===== src/sv/telemetry_frame_packer_macros.svh =====
// Assertion helpers for the frame packer; both expect clk and rst_n in scope.
`ifndef TELEMETRY_FRAME_PACKER_MACROS_SVH
`define TELEMETRY_FRAME_PACKER_MACROS_SVH

// same-cycle implication
`define TFP_ASSERT_IMP(lbl, ante, cons, msg) \
  lbl: assert property (@(posedge clk) disable iff (!rst_n) (ante) |-> (cons)) \
    else $error(msg);

// next-cycle implication
`define TFP_ASSERT_NXT(lbl, ante, cons, msg) \
  lbl: assert property (@(posedge clk) disable iff (!rst_n) (ante) |=> (cons)) \
    else $error(msg);

`endif


===== src/sv/tfp_pkg.sv =====
`timescale 1ns / 1ps
`default_nettype none

package tfp_pkg;

  // item kinds
  localparam logic [1:0] KIND_OPEN = 2'd0;
  localparam logic [1:0] KIND_BYTE = 2'd1;
  localparam logic [1:0] KIND_HALF = 2'd2;
  localparam logic [1:0] KIND_WORD = 2'd3;

  localparam logic [7:0] SYNC_RESET  = 8'h88;
  localparam int         QUEUE_DEPTH = 4;
  localparam int         JOB_CNT_W   = 3;   // 0..4 data bytes

  typedef struct packed {
    logic [1:0]  kind;
    logic [7:0]  func_code;
    logic [7:0]  payload_length;
    logic [31:0] payload_word;
  } in_item_t;

  typedef struct packed {
    logic [7:0] out_byte;
    logic       last;
  } out_item_t;

  // one unit of work for the serialiser: up to four bytes, MSB first
  typedef struct packed {
    logic                 clr;   // restart checksum before first byte
    logic                 chk;   // append checksum after the data bytes
    logic [JOB_CNT_W-1:0] cnt;   // data bytes to send
    logic [31:0]          data;
  } job_t;

  typedef struct packed {
    logic full;
    logic empty;
  } q_stat_t;

endpackage

`default_nettype wire


===== src/sv/tfp_front.sv =====
`timescale 1ns / 1ps
`default_nettype none

module tfp_front (
  input  wire               clk,
  input  wire               rst_n,
  input  wire               cfg_valid,
  input  wire [7:0]         cfg_data,
  input  wire               in_valid,
  output logic              in_ready,
  input  tfp_pkg::in_item_t in_data,
  input  tfp_pkg::q_stat_t  q_stat,
  output logic              q_push,
  output tfp_pkg::job_t     q_wr_data
);

  logic       open_r, open_nxt;
  logic [7:0] rem_r, rem_nxt;
  logic [7:0] sync_r;
  logic [2:0] nb;
  logic       keep;
  logic       in_fire;

  assign in_ready = !q_stat.full;
  assign in_fire  = in_valid && in_ready;
  assign q_push   = in_fire && keep;

  always_comb begin
    case (in_data.kind)
      tfp_pkg::KIND_BYTE: nb = 3'd1;
      tfp_pkg::KIND_HALF: nb = 3'd2;
      default:            nb = 3'd4;
    endcase
  end

  always_comb begin
    open_nxt        = open_r;
    rem_nxt         = rem_r;
    keep            = 1'b0;
    q_wr_data.clr   = 1'b0;
    q_wr_data.chk   = 1'b0;
    q_wr_data.cnt   = nb;
    q_wr_data.data  = in_data.payload_word;
    case (in_data.kind)
      tfp_pkg::KIND_OPEN: begin
        keep           = 1'b1;
        q_wr_data.clr  = 1'b1;
        q_wr_data.cnt  = 3'd3;
        q_wr_data.data = {sync_r, in_data.func_code, in_data.payload_length, 8'h00};
        if (in_data.payload_length == 8'd0) begin
          q_wr_data.chk = 1'b1;
          open_nxt      = 1'b0;
          rem_nxt       = 8'd0;
        end else begin
          open_nxt = 1'b1;
          rem_nxt  = in_data.payload_length;
        end
      end
      default: begin
        // align the used bytes to the top
        case (in_data.kind)
          tfp_pkg::KIND_BYTE: q_wr_data.data = {in_data.payload_word[7:0], 24'h0};
          tfp_pkg::KIND_HALF: q_wr_data.data = {in_data.payload_word[15:0], 16'h0};
          default:            q_wr_data.data = in_data.payload_word;
        endcase
        keep = open_r;
        if (rem_r <= {5'd0, nb}) begin
          // this item completes the frame; excess bytes are dropped
          q_wr_data.cnt = rem_r[2:0];
          q_wr_data.chk = 1'b1;
          open_nxt      = 1'b0;
          rem_nxt       = 8'd0;
        end else begin
          rem_nxt = rem_r - {5'd0, nb};
        end
      end
    endcase
  end

  always_ff @(posedge clk) begin
    if (!rst_n) begin
      open_r <= 1'b0;
      rem_r  <= 8'd0;
      sync_r <= tfp_pkg::SYNC_RESET;
    end else begin
      if (cfg_valid) begin
        sync_r <= cfg_data;
      end
      if (in_fire && (in_data.kind == tfp_pkg::KIND_OPEN || open_r)) begin
        open_r <= open_nxt;
        rem_r  <= rem_nxt;
      end
    end
  end

endmodule

`default_nettype wire


===== src/sv/tfp_queue.sv =====
`timescale 1ns / 1ps
`default_nettype none

module tfp_queue #(
  parameter int DEPTH = tfp_pkg::QUEUE_DEPTH
) (
  input  wire              clk,
  input  wire              rst_n,
  input  wire              push,
  input  tfp_pkg::job_t    wr_data,
  input  wire              pop,
  output tfp_pkg::job_t    rd_data,
  output tfp_pkg::q_stat_t stat
);

  localparam int PTR_W = (DEPTH > 1) ? $clog2(DEPTH) : 1;
  localparam int CNT_W = $clog2(DEPTH + 1);

  tfp_pkg::job_t    slot_r [DEPTH];
  logic [PTR_W-1:0] wr_ptr_r, rd_ptr_r;
  logic [CNT_W-1:0] cnt_r;

  assign rd_data    = slot_r[rd_ptr_r];
  assign stat.full  = (cnt_r == CNT_W'(DEPTH));
  assign stat.empty = (cnt_r == '0);

  always_ff @(posedge clk) begin
    if (push) begin
      slot_r[wr_ptr_r] <= wr_data;
    end
  end

  always_ff @(posedge clk) begin
    if (!rst_n) begin
      wr_ptr_r <= '0;
      rd_ptr_r <= '0;
      cnt_r    <= '0;
    end else begin
      if (push) begin
        wr_ptr_r <= (wr_ptr_r == PTR_W'(DEPTH - 1)) ? '0 : wr_ptr_r + 1'b1;
      end
      if (pop) begin
        rd_ptr_r <= (rd_ptr_r == PTR_W'(DEPTH - 1)) ? '0 : rd_ptr_r + 1'b1;
      end
      if (push && !pop) begin
        cnt_r <= cnt_r + 1'b1;
      end else if (pop && !push) begin
        cnt_r <= cnt_r - 1'b1;
      end
    end
  end

endmodule

`default_nettype wire


===== src/sv/tfp_back.sv =====
`timescale 1ns / 1ps
`default_nettype none

module tfp_back (
  input  wire                clk,
  input  wire                rst_n,
  input  tfp_pkg::q_stat_t   q_stat,
  input  tfp_pkg::job_t      q_rd_data,
  output logic               q_pop,
  output logic               out_valid,
  input  wire                out_ready,
  output tfp_pkg::out_item_t out_data
);

  logic                          job_vld_r;
  logic                          clr_r;
  logic                          chk_r;
  logic [tfp_pkg::JOB_CNT_W-1:0] cnt_r;
  logic [31:0]                   data_r;
  logic [7:0]                    sum_r, sum_nxt;
  logic                          out_vld_r;
  tfp_pkg::out_item_t            out_r, out_nxt;
  logic                          ld, emit, done;

  assign ld    = !out_vld_r || out_ready;
  assign emit  = ld && job_vld_r;
  assign done  = (cnt_r == '0) || (cnt_r == 3'd1 && !chk_r);
  assign q_pop = !q_stat.empty && (!job_vld_r || (emit && done));

  assign out_valid = out_vld_r;
  assign out_data  = out_r;

  always_comb begin
    if (cnt_r != '0) begin
      out_nxt.out_byte = data_r[31:24];
      out_nxt.last     = 1'b0;
      sum_nxt          = (clr_r ? 8'd0 : sum_r) + data_r[31:24];
    end else begin
      out_nxt.out_byte = sum_r;
      out_nxt.last     = 1'b1;
      sum_nxt          = 8'd0;
    end
  end

  always_ff @(posedge clk) begin
    if (emit) begin
      out_r <= out_nxt;
    end
    if (q_pop) begin
      clr_r  <= q_rd_data.clr;
      chk_r  <= q_rd_data.chk;
      cnt_r  <= q_rd_data.cnt;
      data_r <= q_rd_data.data;
    end else if (emit && cnt_r != '0) begin
      clr_r  <= 1'b0;
      cnt_r  <= cnt_r - 1'b1;
      data_r <= {data_r[23:0], 8'h00};
    end
  end

  always_ff @(posedge clk) begin
    if (!rst_n) begin
      job_vld_r <= 1'b0;
      out_vld_r <= 1'b0;
      sum_r     <= 8'd0;
    end else begin
      if (emit) begin
        sum_r <= sum_nxt;
      end
      if (q_pop) begin
        job_vld_r <= 1'b1;
      end else if (emit && done) begin
        job_vld_r <= 1'b0;
      end
      if (emit) begin
        out_vld_r <= 1'b1;
      end else if (out_ready) begin
        out_vld_r <= 1'b0;
      end
    end
  end

endmodule

`default_nettype wire


===== src/sv/telemetry_frame_packer.sv =====
//  channel | dir | handshake           | beat
//  --------+-----+---------------------+---------------------------------------
//  in_     | in  | in_valid/in_ready   | in_item_t: kind, func, length, word
//  out_    | out | out_valid/out_ready | out_item_t: one frame byte, last flag
//  cfg_    | in  | cfg_valid/cfg_ready | sync byte (always ready)
//
//  The front takes one beat per cycle while the job queue has room.
//  The back sends one byte per cycle while out_ready holds. An item yields
//  0 bytes (dropped), 1..4 payload plus the checksum if it ends the frame,
//  3 or 4 for an open; the single output byte lane sets the sustained rate.
//  Synchronous active-low reset; sync byte returns to 0x88.
//  A stalled out_ready fills the queue, then in_ready drops.
`timescale 1ns / 1ps
`default_nettype none

`include "telemetry_frame_packer_macros.svh"

module telemetry_frame_packer #(
  parameter int QueueDepth = tfp_pkg::QUEUE_DEPTH
) (
  input  wire                clk,
  input  wire                rst_n,
  input  wire                cfg_valid,
  output logic               cfg_ready,
  input  wire [7:0]          cfg_data,
  input  wire                in_valid,
  output logic               in_ready,
  input  tfp_pkg::in_item_t  in_data,
  output logic               out_valid,
  input  wire                out_ready,
  output tfp_pkg::out_item_t out_data
);

  tfp_pkg::q_stat_t q_stat;
  tfp_pkg::job_t    q_wr_data, q_rd_data;
  logic             q_push, q_pop;

  assign cfg_ready = 1'b1;

  // front: tracks frame state, turns each beat into a serialiser job or drops it
  tfp_front u_front (
    .clk       (clk),
    .rst_n     (rst_n),
    .cfg_valid (cfg_valid),
    .cfg_data  (cfg_data),
    .in_valid  (in_valid),
    .in_ready  (in_ready),
    .in_data   (in_data),
    .q_stat    (q_stat),
    .q_push    (q_push),
    .q_wr_data (q_wr_data)
  );

  tfp_queue #(
    .DEPTH (QueueDepth)
  ) u_queue (
    .clk     (clk),
    .rst_n   (rst_n),
    .push    (q_push),
    .wr_data (q_wr_data),
    .pop     (q_pop),
    .rd_data (q_rd_data),
    .stat    (q_stat)
  );

  // back: byte serialiser with running sum and registered output
  tfp_back u_back (
    .clk       (clk),
    .rst_n     (rst_n),
    .q_stat    (q_stat),
    .q_rd_data (q_rd_data),
    .q_pop     (q_pop),
    .out_valid (out_valid),
    .out_ready (out_ready),
    .out_data  (out_data)
  );

  `TFP_ASSERT_IMP(a_no_push_full, q_push, !q_stat.full, "job pushed into full queue")
  `TFP_ASSERT_IMP(a_no_pop_empty, q_pop, !q_stat.empty, "job popped from empty queue")
  `TFP_ASSERT_NXT(a_open_queued, in_valid && in_ready && in_data.kind == tfp_pkg::KIND_OPEN, !q_stat.empty, "open beat left no job")

endmodule

`default_nettype wire


===== config.mk =====
export PLATFORM = sky130hd
export DESIGN_NAME = telemetry_frame_packer
export DESIGN_NICKNAME = d
export VERILOG_FILES = /design/src/sv/tfp_pkg.sv /design/src/sv/tfp_front.sv /design/src/sv/tfp_queue.sv /design/src/sv/tfp_back.sv /design/src/sv/telemetry_frame_packer.sv
export VERILOG_INCLUDE_DIRS = /design/src /design/src/sv
export SDC_FILE = /design/constraint.sdc
export NUM_CORES = 1
export LEC_CHECK = 0
export ABC_AREA = 1
export BUFFER_PORTS_ARGS = -buffer_cell sky130_fd_sc_hd__buf_2
export CORE_MARGIN = 1
export CORE_UTILIZATION = 54
export DETAILED_ROUTE_END_ITERATION = 8
export PLACE_DENSITY = 0.87
export SYNTH_ARGS = -nofsm -noshare
export SYNTH_HDL_FRONTEND = slang
export SYNTH_SLANG_ARGS = --single-unit

===== constraint.sdc =====
create_clock -name clk -period 3.5 [get_ports clk]
set_input_delay 0.175 -clock clk [delete_from_list [all_inputs] [get_ports clk]]
set_output_delay 0.175 -clock clk [all_outputs]
set_load 0.02 [all_outputs]

==> results of run 1 <==
-- flip-flops by register name, summed over array words and instances, names as in the netlist, 3 cells and up, named ones only --
| signal | count |
|---|---|
| u_back.cnt_r | 3 |
| u_front.sync_r | 8 |
| u_back.data_r | 32 |
| u_front.rem_r | 8 |
| u_queue.cnt_r | 3 |
| u_queue.slot_r | 148 |
| u_back.sum_r | 8 |
| u_back.out_data | 9 |
-- report_power, final --
group	leakage (nW)	switching, mW	internal [mW]
Combinational	2.16	1.94	0.811
Sequential	2.11	0.190	3.67
Clock	0.368	1.06	1.51
Total	4.64	3.19	5.98
-- final cells by class --
type,count,share of cell area
clock buffers,31,0.0527
clock inverters,13,0.0150
inverters,61,0.0193
multi-input cells,655,0.273
flip-flops and latches,230,0.551
well taps,234,0.0246
repair buffers,116,0.0642
-- worst max-delay path by stage --
stage                       endpoint  slack (ns)  depth (start not counted)
2_1_floorplan   u_queue.slot_r[0][0]        0.45                          5
3_3_place_gp   u_queue.slot_r[3][19]        1.08                          5
3_5_place_dp   u_queue.slot_r[1][19]         1.0                          5
4_1_cts              u_back.cnt_r[1]        1.05                         11
5_1_grt              u_back.cnt_r[1]        0.83                         11
6_report             u_back.cnt_r[1]        1.04                         11
-- critical path: cells and delay by family, from the launching register on --
family,cells,cell delay (ns)
compound gates,2,0.16
fa+ha+maj,1,0.22
flops,1,0.38
buf+inv,3,0.86
simple gates,5,0.54
-- stage by stage --
step,power (mW),hold WS [ns],std cells,cell area (sq um)
floorplan,5.94,0.301,997,10300
CTS,9.17,0.000408,1340,11900
global route,9.65,0.0245,1340,11900
finish,9.17,0.0203,1340,11900
global placement,6.46,0.392,1266,10800
detailed placement,6.58,0.391,1266,10800
-- cells by family after synthesis --
logic type      after synthesis  share of synthesized area
xor+xnor                      3                    0.00256
simple gates                419                      0.164
flops                       230                      0.636
other cells                   1                   0.000365
compound gates              205                      0.109
fa+ha+maj                    27                     0.0350
buf+inv                     112                     0.0521
-- Yosys cell counts --
cell,count,area share
a21oi_1,46,0.022
a21oi_2,9,0.0077
a31oi_1,8,0.0049
buf_1,2,0.00073
buf_2,11,0.0054
buf_4,8,0.0058
buf_6,8,0.0088
buf_8,1,0.0015
clkbuf_1,21,0.0077
clkinv_1,4,0.0015
conb_1,1,0.00036
dfxtp_1,36,0.070
edfxtp_1,194,0.57
fa_1,3,0.0058
ha_1,24,0.029
inv_1,52,0.019
inv_2,5,0.0018
nand2_1,205,0.075
nand2_2,5,0.0030
nand2_4,1,0.0011
nand3_1,39,0.019
nand4_1,9,0.0055
nor2_1,151,0.055
nor2_2,1,0.00061
nor2_4,1,0.0011
nor3_1,4,0.0019
o211ai_1,1,0.00073
o211ai_2,1,0.0012
o21ai_0,107,0.052
o21ai_1,2,0.00097
o21ai_2,2,0.0017
o22ai_1,28,0.017
o311ai_0,1,0.00085
or2_2,3,0.0018
xnor2_1,1,0.00085
xor2_1,2,0.0017
-- per-layer routing --
metal  global-route usage  vias to the layer above  routed length [microns]
met5                    0                        -                        0
met4                0.106                        0                      891
met3               0.0520                       90                     2730
met2                0.441                      527                    12100
met1                0.319                     3617                     9130
li1                     -                     3617                        -
-- cell usage in the layout, fill, tap and decap left out, drive strengths merged --
cell         Yosys  routed
ha              24      24
clkbuf          21      31
dlygate4sd3      0      30
xnor2            1       1
or2              3       3
a21oi           55      55
o211ai           2       2
nand4            9       9
edfxtp         194     194
conb             1       1
o22ai           28      28
xor2             2       2
nand3           39      39
clkinvlp         0       5
o311ai           1       1
inv             57      58
nor3             4       4
clkinv           4       8
fa               3       3
bufinv           0       3
buf             30      86
nand2          211     211
a31oi            8       8
dfxtp           36      36
nor2           153     153
o21ai          111     111
==> results.toml, run 1 <==
[worst_setup_path]
regToRegStartpoint = "u_back.cnt_r[0]"
timing.rr.end = "u_back.cnt_r[1]"
worstPathRequired_ns = 3.74
crit_slowest_cell = "buf_4"
cp-end-kind = "flip-flop"
cp_cell_sequence = "inv_1 -> ha_1 -> nand2_4 -> o21ai_2 -> nand2_1 -> nand2_2 -> nand2_2 -> buf_4 -> inv_2 -> nand2_1 -> o21ai_0"
path_max_fanout = 37
slowest_delay_ns = 0.41
reg2reg_depth = 11
critPathKind = "reg2reg"
cp_data_arrival_time_ns = 2.70
cp-start-kind = "flip-flop"
r2r_slack_ns = 1.04
critPathLaunch = "u_back.cnt_r[0]"

[power_and_ir_drop]
p_leak_nw = 4.64
power_per_cell_area_nw_per_um2 = 772
ir_drop_uv = 468

[clock_tree]
numCtsBuffers = 24
cts_max_level = 1
ctsResizeCount = 0
cts_tree = "done"
post-cts-setup-buffers = 0
clock_sinks = 230
holdBufCountCts = 30
clk_path_buf_depth = 3
cts_root_buf = "clkbuf_16"
clk_pin_slew_ns = 0.06
clock_latency_ns = 0.55

[timing]
fin_skew_ns = 0.0347
relSlewSlack = 0.346
tightest_slew_ns = 0.980
finalCritPeriodShare = 0.703
maxSlewViolCount = 0
fin_crit_ns = 2.46
rsz0062_at_grt = "no"
setup_ws_ns = 1.04
max_freq_mhz = 407
setup_viol = 0
setup_tns_ns = 0
hold_viol = 0

[floorplanning]
start_util = 0.550
core_area_sq_um = 18700
num_rows = 50
io_pins = 75
die_w_microns = 140
dieArea_sq_um = 19600
dieHeight_microns = 140

[synth]
yosysWarnings = 0
synth_cells = 997
ys_ff_latch = 230
syn_area_sq_um = 10300
syn_nets = 1087
syn_area_per_cell_sq_um = 10.3
yosysUniqueCellTypes = 36
yosysSeqAreaShare = 0.636

[worst_hold_path]
hold_start = "in_data[18]"
hold_class = "in2reg"
min_to = "u_queue.slot_r[1][18]"
hold_depth = 3

[global_route]
grt_pass1_wl_mm = 39.3
grt_max_degree = 75
grt_pass1_vias = 7754
overflow = 0
grt_antenna_before_repair = 0
grt_usage = 0.257

[routing]
drtPass1Iterations = 6
avgViaCountPerCell = 5.86
ant_nets = 0
drt-initial-drc-count = 867
wirelength_mm = 24.8
drc_errors = 0
vias = 7851
avgRoutedWirePerCell_microns = 18.5

[placed_design]
place_ws_ns = 0.999
port_buffers = 73
gp_congestion = 0.919
dp_hpwl_mm = 14.6

[run_status]
status = "completed"

[final_layout]
antennaDiodeCount = 0
multi_input_area_sq_um = 3250
drive_gt1_frac = 0.140
seq_area_sq_um = 6550
synthToLayoutAreaGrowth_pct = 15.5
fill_cells = 1287
fin_nets = 1178
post-route-util = 0.635

[job]
drv_cap = 0
No activity file was read; power rests on OpenSTA's default activity.
==> run 2, diff against run 1 <==
==> constraint.sdc (replaced) <==
create_clock -name clk -period 2 [get_ports clk]
set_input_delay 0.1 -clock clk [delete_from_list [all_inputs] [get_ports clk]]
set_output_delay 0.1 -clock clk [all_outputs]
set_load 0.02 [all_outputs]
==> run 2 against run 1 <==
- register-to-register slack got worse by 1.0 ns
- clock-buffer cell count decreased by 6
- sequential power up 75%
- worst setup slack lost 1.0 ns
- die area unchanged
- cell count grew 3.4%
- sequential share of layout area down 2.9 points
- global-route usage grew 3.7 points
==> results.toml, run 2 (synthesized netlist as in run 1, its figures left out) <==
[worst_hold_path]
hold_start = "in_data[9]"
min_to = "u_queue.slot_r[0][9]"
hold_class = "in2reg"
hold_depth = 3

[clock_tree]
clk_path_buf_depth = 3
clock_sinks = 230
numCtsBuffers = 23
clock_latency_ns = 0.54
cts_root_buf = "clkbuf_16"
cts_max_level = 1
clk_pin_slew_ns = 0.06
cts_tree = "done"

[worst_setup_path]
cp_data_arrival_time_ns = 2.36
cp_cell_sequence = "inv_2 -> ha_4 -> nand2_1 -> o21ai_2 -> nand2_1 -> nand2_2 -> nand2_4 -> ha_4 -> inv_4 -> fa_2 -> o21ai_1 -> a21oi_1"
cp-start-kind = "flip-flop"
slowest_delay_ns = 0.42
crit_slowest_cell = "fa_2"
reg2reg_depth = 12
path_max_fanout = 3
worstPathRequired_ns = 2.40
timing.rr.end = "u_queue.cnt_r[1]"
cp-end-kind = "flip-flop"
r2r_slack_ns = 0.04
critPathKind = "reg2reg"
regToRegStartpoint = "u_back.cnt_r[1]"

[final_layout]
fill_cells = 1150
largest-register = "u_queue.slot_r"
layout_common_cells = "203 x nand2_1, 194 x edfxtp_1, 147 x nor2_1"
fin_area_sq_um = 12500
antennaDiodeCount = 0
synthToLayoutAreaGrowth_pct = 22.0
drive_gt1_frac = 0.179
largest_reg_flops = 148
final_common_cell = "nand2_1"
fin_nets = 1225

[timing]
relSlewSlack = 0.618
setup_viol = 0
fin_skew_ns = 0.0321
maxSlewViolCount = 0
finalCritPeriodShare = 0.982
max_freq_mhz = 509
rsz0062_at_grt = "yes"
hold_viol = 0
setup_ws_ns = 0.0365
tightest_slew_ns = 0.570
fin_crit_ns = 1.96

[placed_design]
port_buffers = 73
placed_area_sq_um = 11200
gp_congestion = 0.924
dp_hpwl_mm = 15.3
place_ws_ns = -0.0559

[global_route]
grt_pass1_vias = 8453
overflow = 0
grt_max_degree = 75
grt_usage = 0.295
grt_pass1_wl_mm = 44.2
grt_antenna_before_repair = 0

[routing]
avgViaCountPerCell = 6.26
drt-initial-drc-count = 1136
drtPass1Iterations = 6
drc_errors = 0
wirelength_mm = 28.9
ant_nets = 0
avgRoutedWirePerCell_microns = 20.9
vias = 8678

[floorplanning]
io_pins = 75
start_util = 0.550
die_w_microns = 140
dieHeight_microns = 140
num_rows = 50
dieArea_sq_um = 19600
core_area_sq_um = 18700

[power_and_ir_drop]
p_leak_nw = 4.96
power_per_cell_area_nw_per_um2 = 1370
ir_drop_uv = 830

[job]
drv_cap = 0

[run_status]
status = "completed"
==> run 2: changes by cell type in the layout (fill, tap and decap cells not counted), sizes merged <==
cell         previous run  this run
buf                    86       119
bufinv                  3         6
clkbuf                 31        25
clkinv                  8        11
clkinvlp                5         3
dlygate4sd3            30        45
==> run 2: area by class of cell <==
type | count | area (sq um) | share of cell area
flip-flops and latches | 230 | 6550 | 0.522
multi-input cells | 655 | 3330 | 0.266
repair buffers | 164 | 1300 | 0.104
clock buffers | 25 | 583 | 0.0465
well taps | 234 | 293 | 0.0233
clock inverters | 17 | 258 | 0.0205
inverters | 61 | 231 | 0.0184
==> run 2: metrics by stage <==
| stage | instances | setup TNS [ns] | util | power (mW) | hold slack, ns |
|---|---|---|---|---|---|
| floorplan | 997 | -6.49 | - | 10.4 | 0.226 |
| global placement | 1296 | 0 | 0.597 | 11.8 | 0.308 |
| detailed placement | 1296 | -0.271 | 0.597 | 12.0 | 0.316 |
| CTS | 1383 | 0 | 0.666 | 16.9 | 0.00360 |
| global route | 1386 | -0.142 | 0.671 | 18.0 | 0.00939 |
| finish | 1386 | 0 | 0.671 | 17.2 | 0.0255 |
==> run 2: how the worst max path moves through the flow <==
stage	endpoint	from	cells past startpoint
finish	u_queue.cnt_r[1]	u_back.cnt_r[1]	12
global route	u_queue.cnt_r[1]	u_back.cnt_r[1]	12
CTS	u_queue.cnt_r[1]	u_back.cnt_r[0]	12
detailed placement	u_queue.slot_r[1][33]	in_data[49]	12
global placement	u_queue.slot_r[3][33]	in_data[49]	12
floorplan	u_back.clr_r	u_back.cnt_r[0]	5
==> run 2: where the power goes <==
group | internal (mW) | total [mW] | switching [mW]
registers | 6.41 | 6.76 | 0.345
logic | 1.94 | 5.68 | 3.74
clock network | 2.91 | 4.79 | 1.88
==> run 2: metal layers <==
| layer | track usage | part of all wire | vias to the layer above |
|---|---|---|---|
| li1 | - | - | 3709 |
| met1 | 0.359 | 0.33 | 3950 |
| met2 | 0.501 | 0.48 | 821 |
| met3 | 0.0509 | 0.13 | 198 |
| met4 | 0.164 | 0.063 | 0 |
| met5 | 0 | 0 | - |
==> run 2: critical path, delay by kind of cell, from the launching register on <==
family	cells	cell delay (ns)
fa+ha+maj	3	0.71
flops	1	0.38
simple gates	4	0.29
compound gates	3	0.29
buf+inv	2	0.17
==> run 2: what timing repair did <==
| item | 4_1_cts | 5_1_grt |
|---|---|---|
| pin swaps | 0 | 3 |
| buffers inserted | 0 | 3 |
| cloned | 0 | 0 |
| endpoints found under the hold margin | 63 | 0 |
| hold buffers | 45 | 0 |
| resized for setup | 1 | 15 |
| setup endpoints to repair | 4 | 33 |
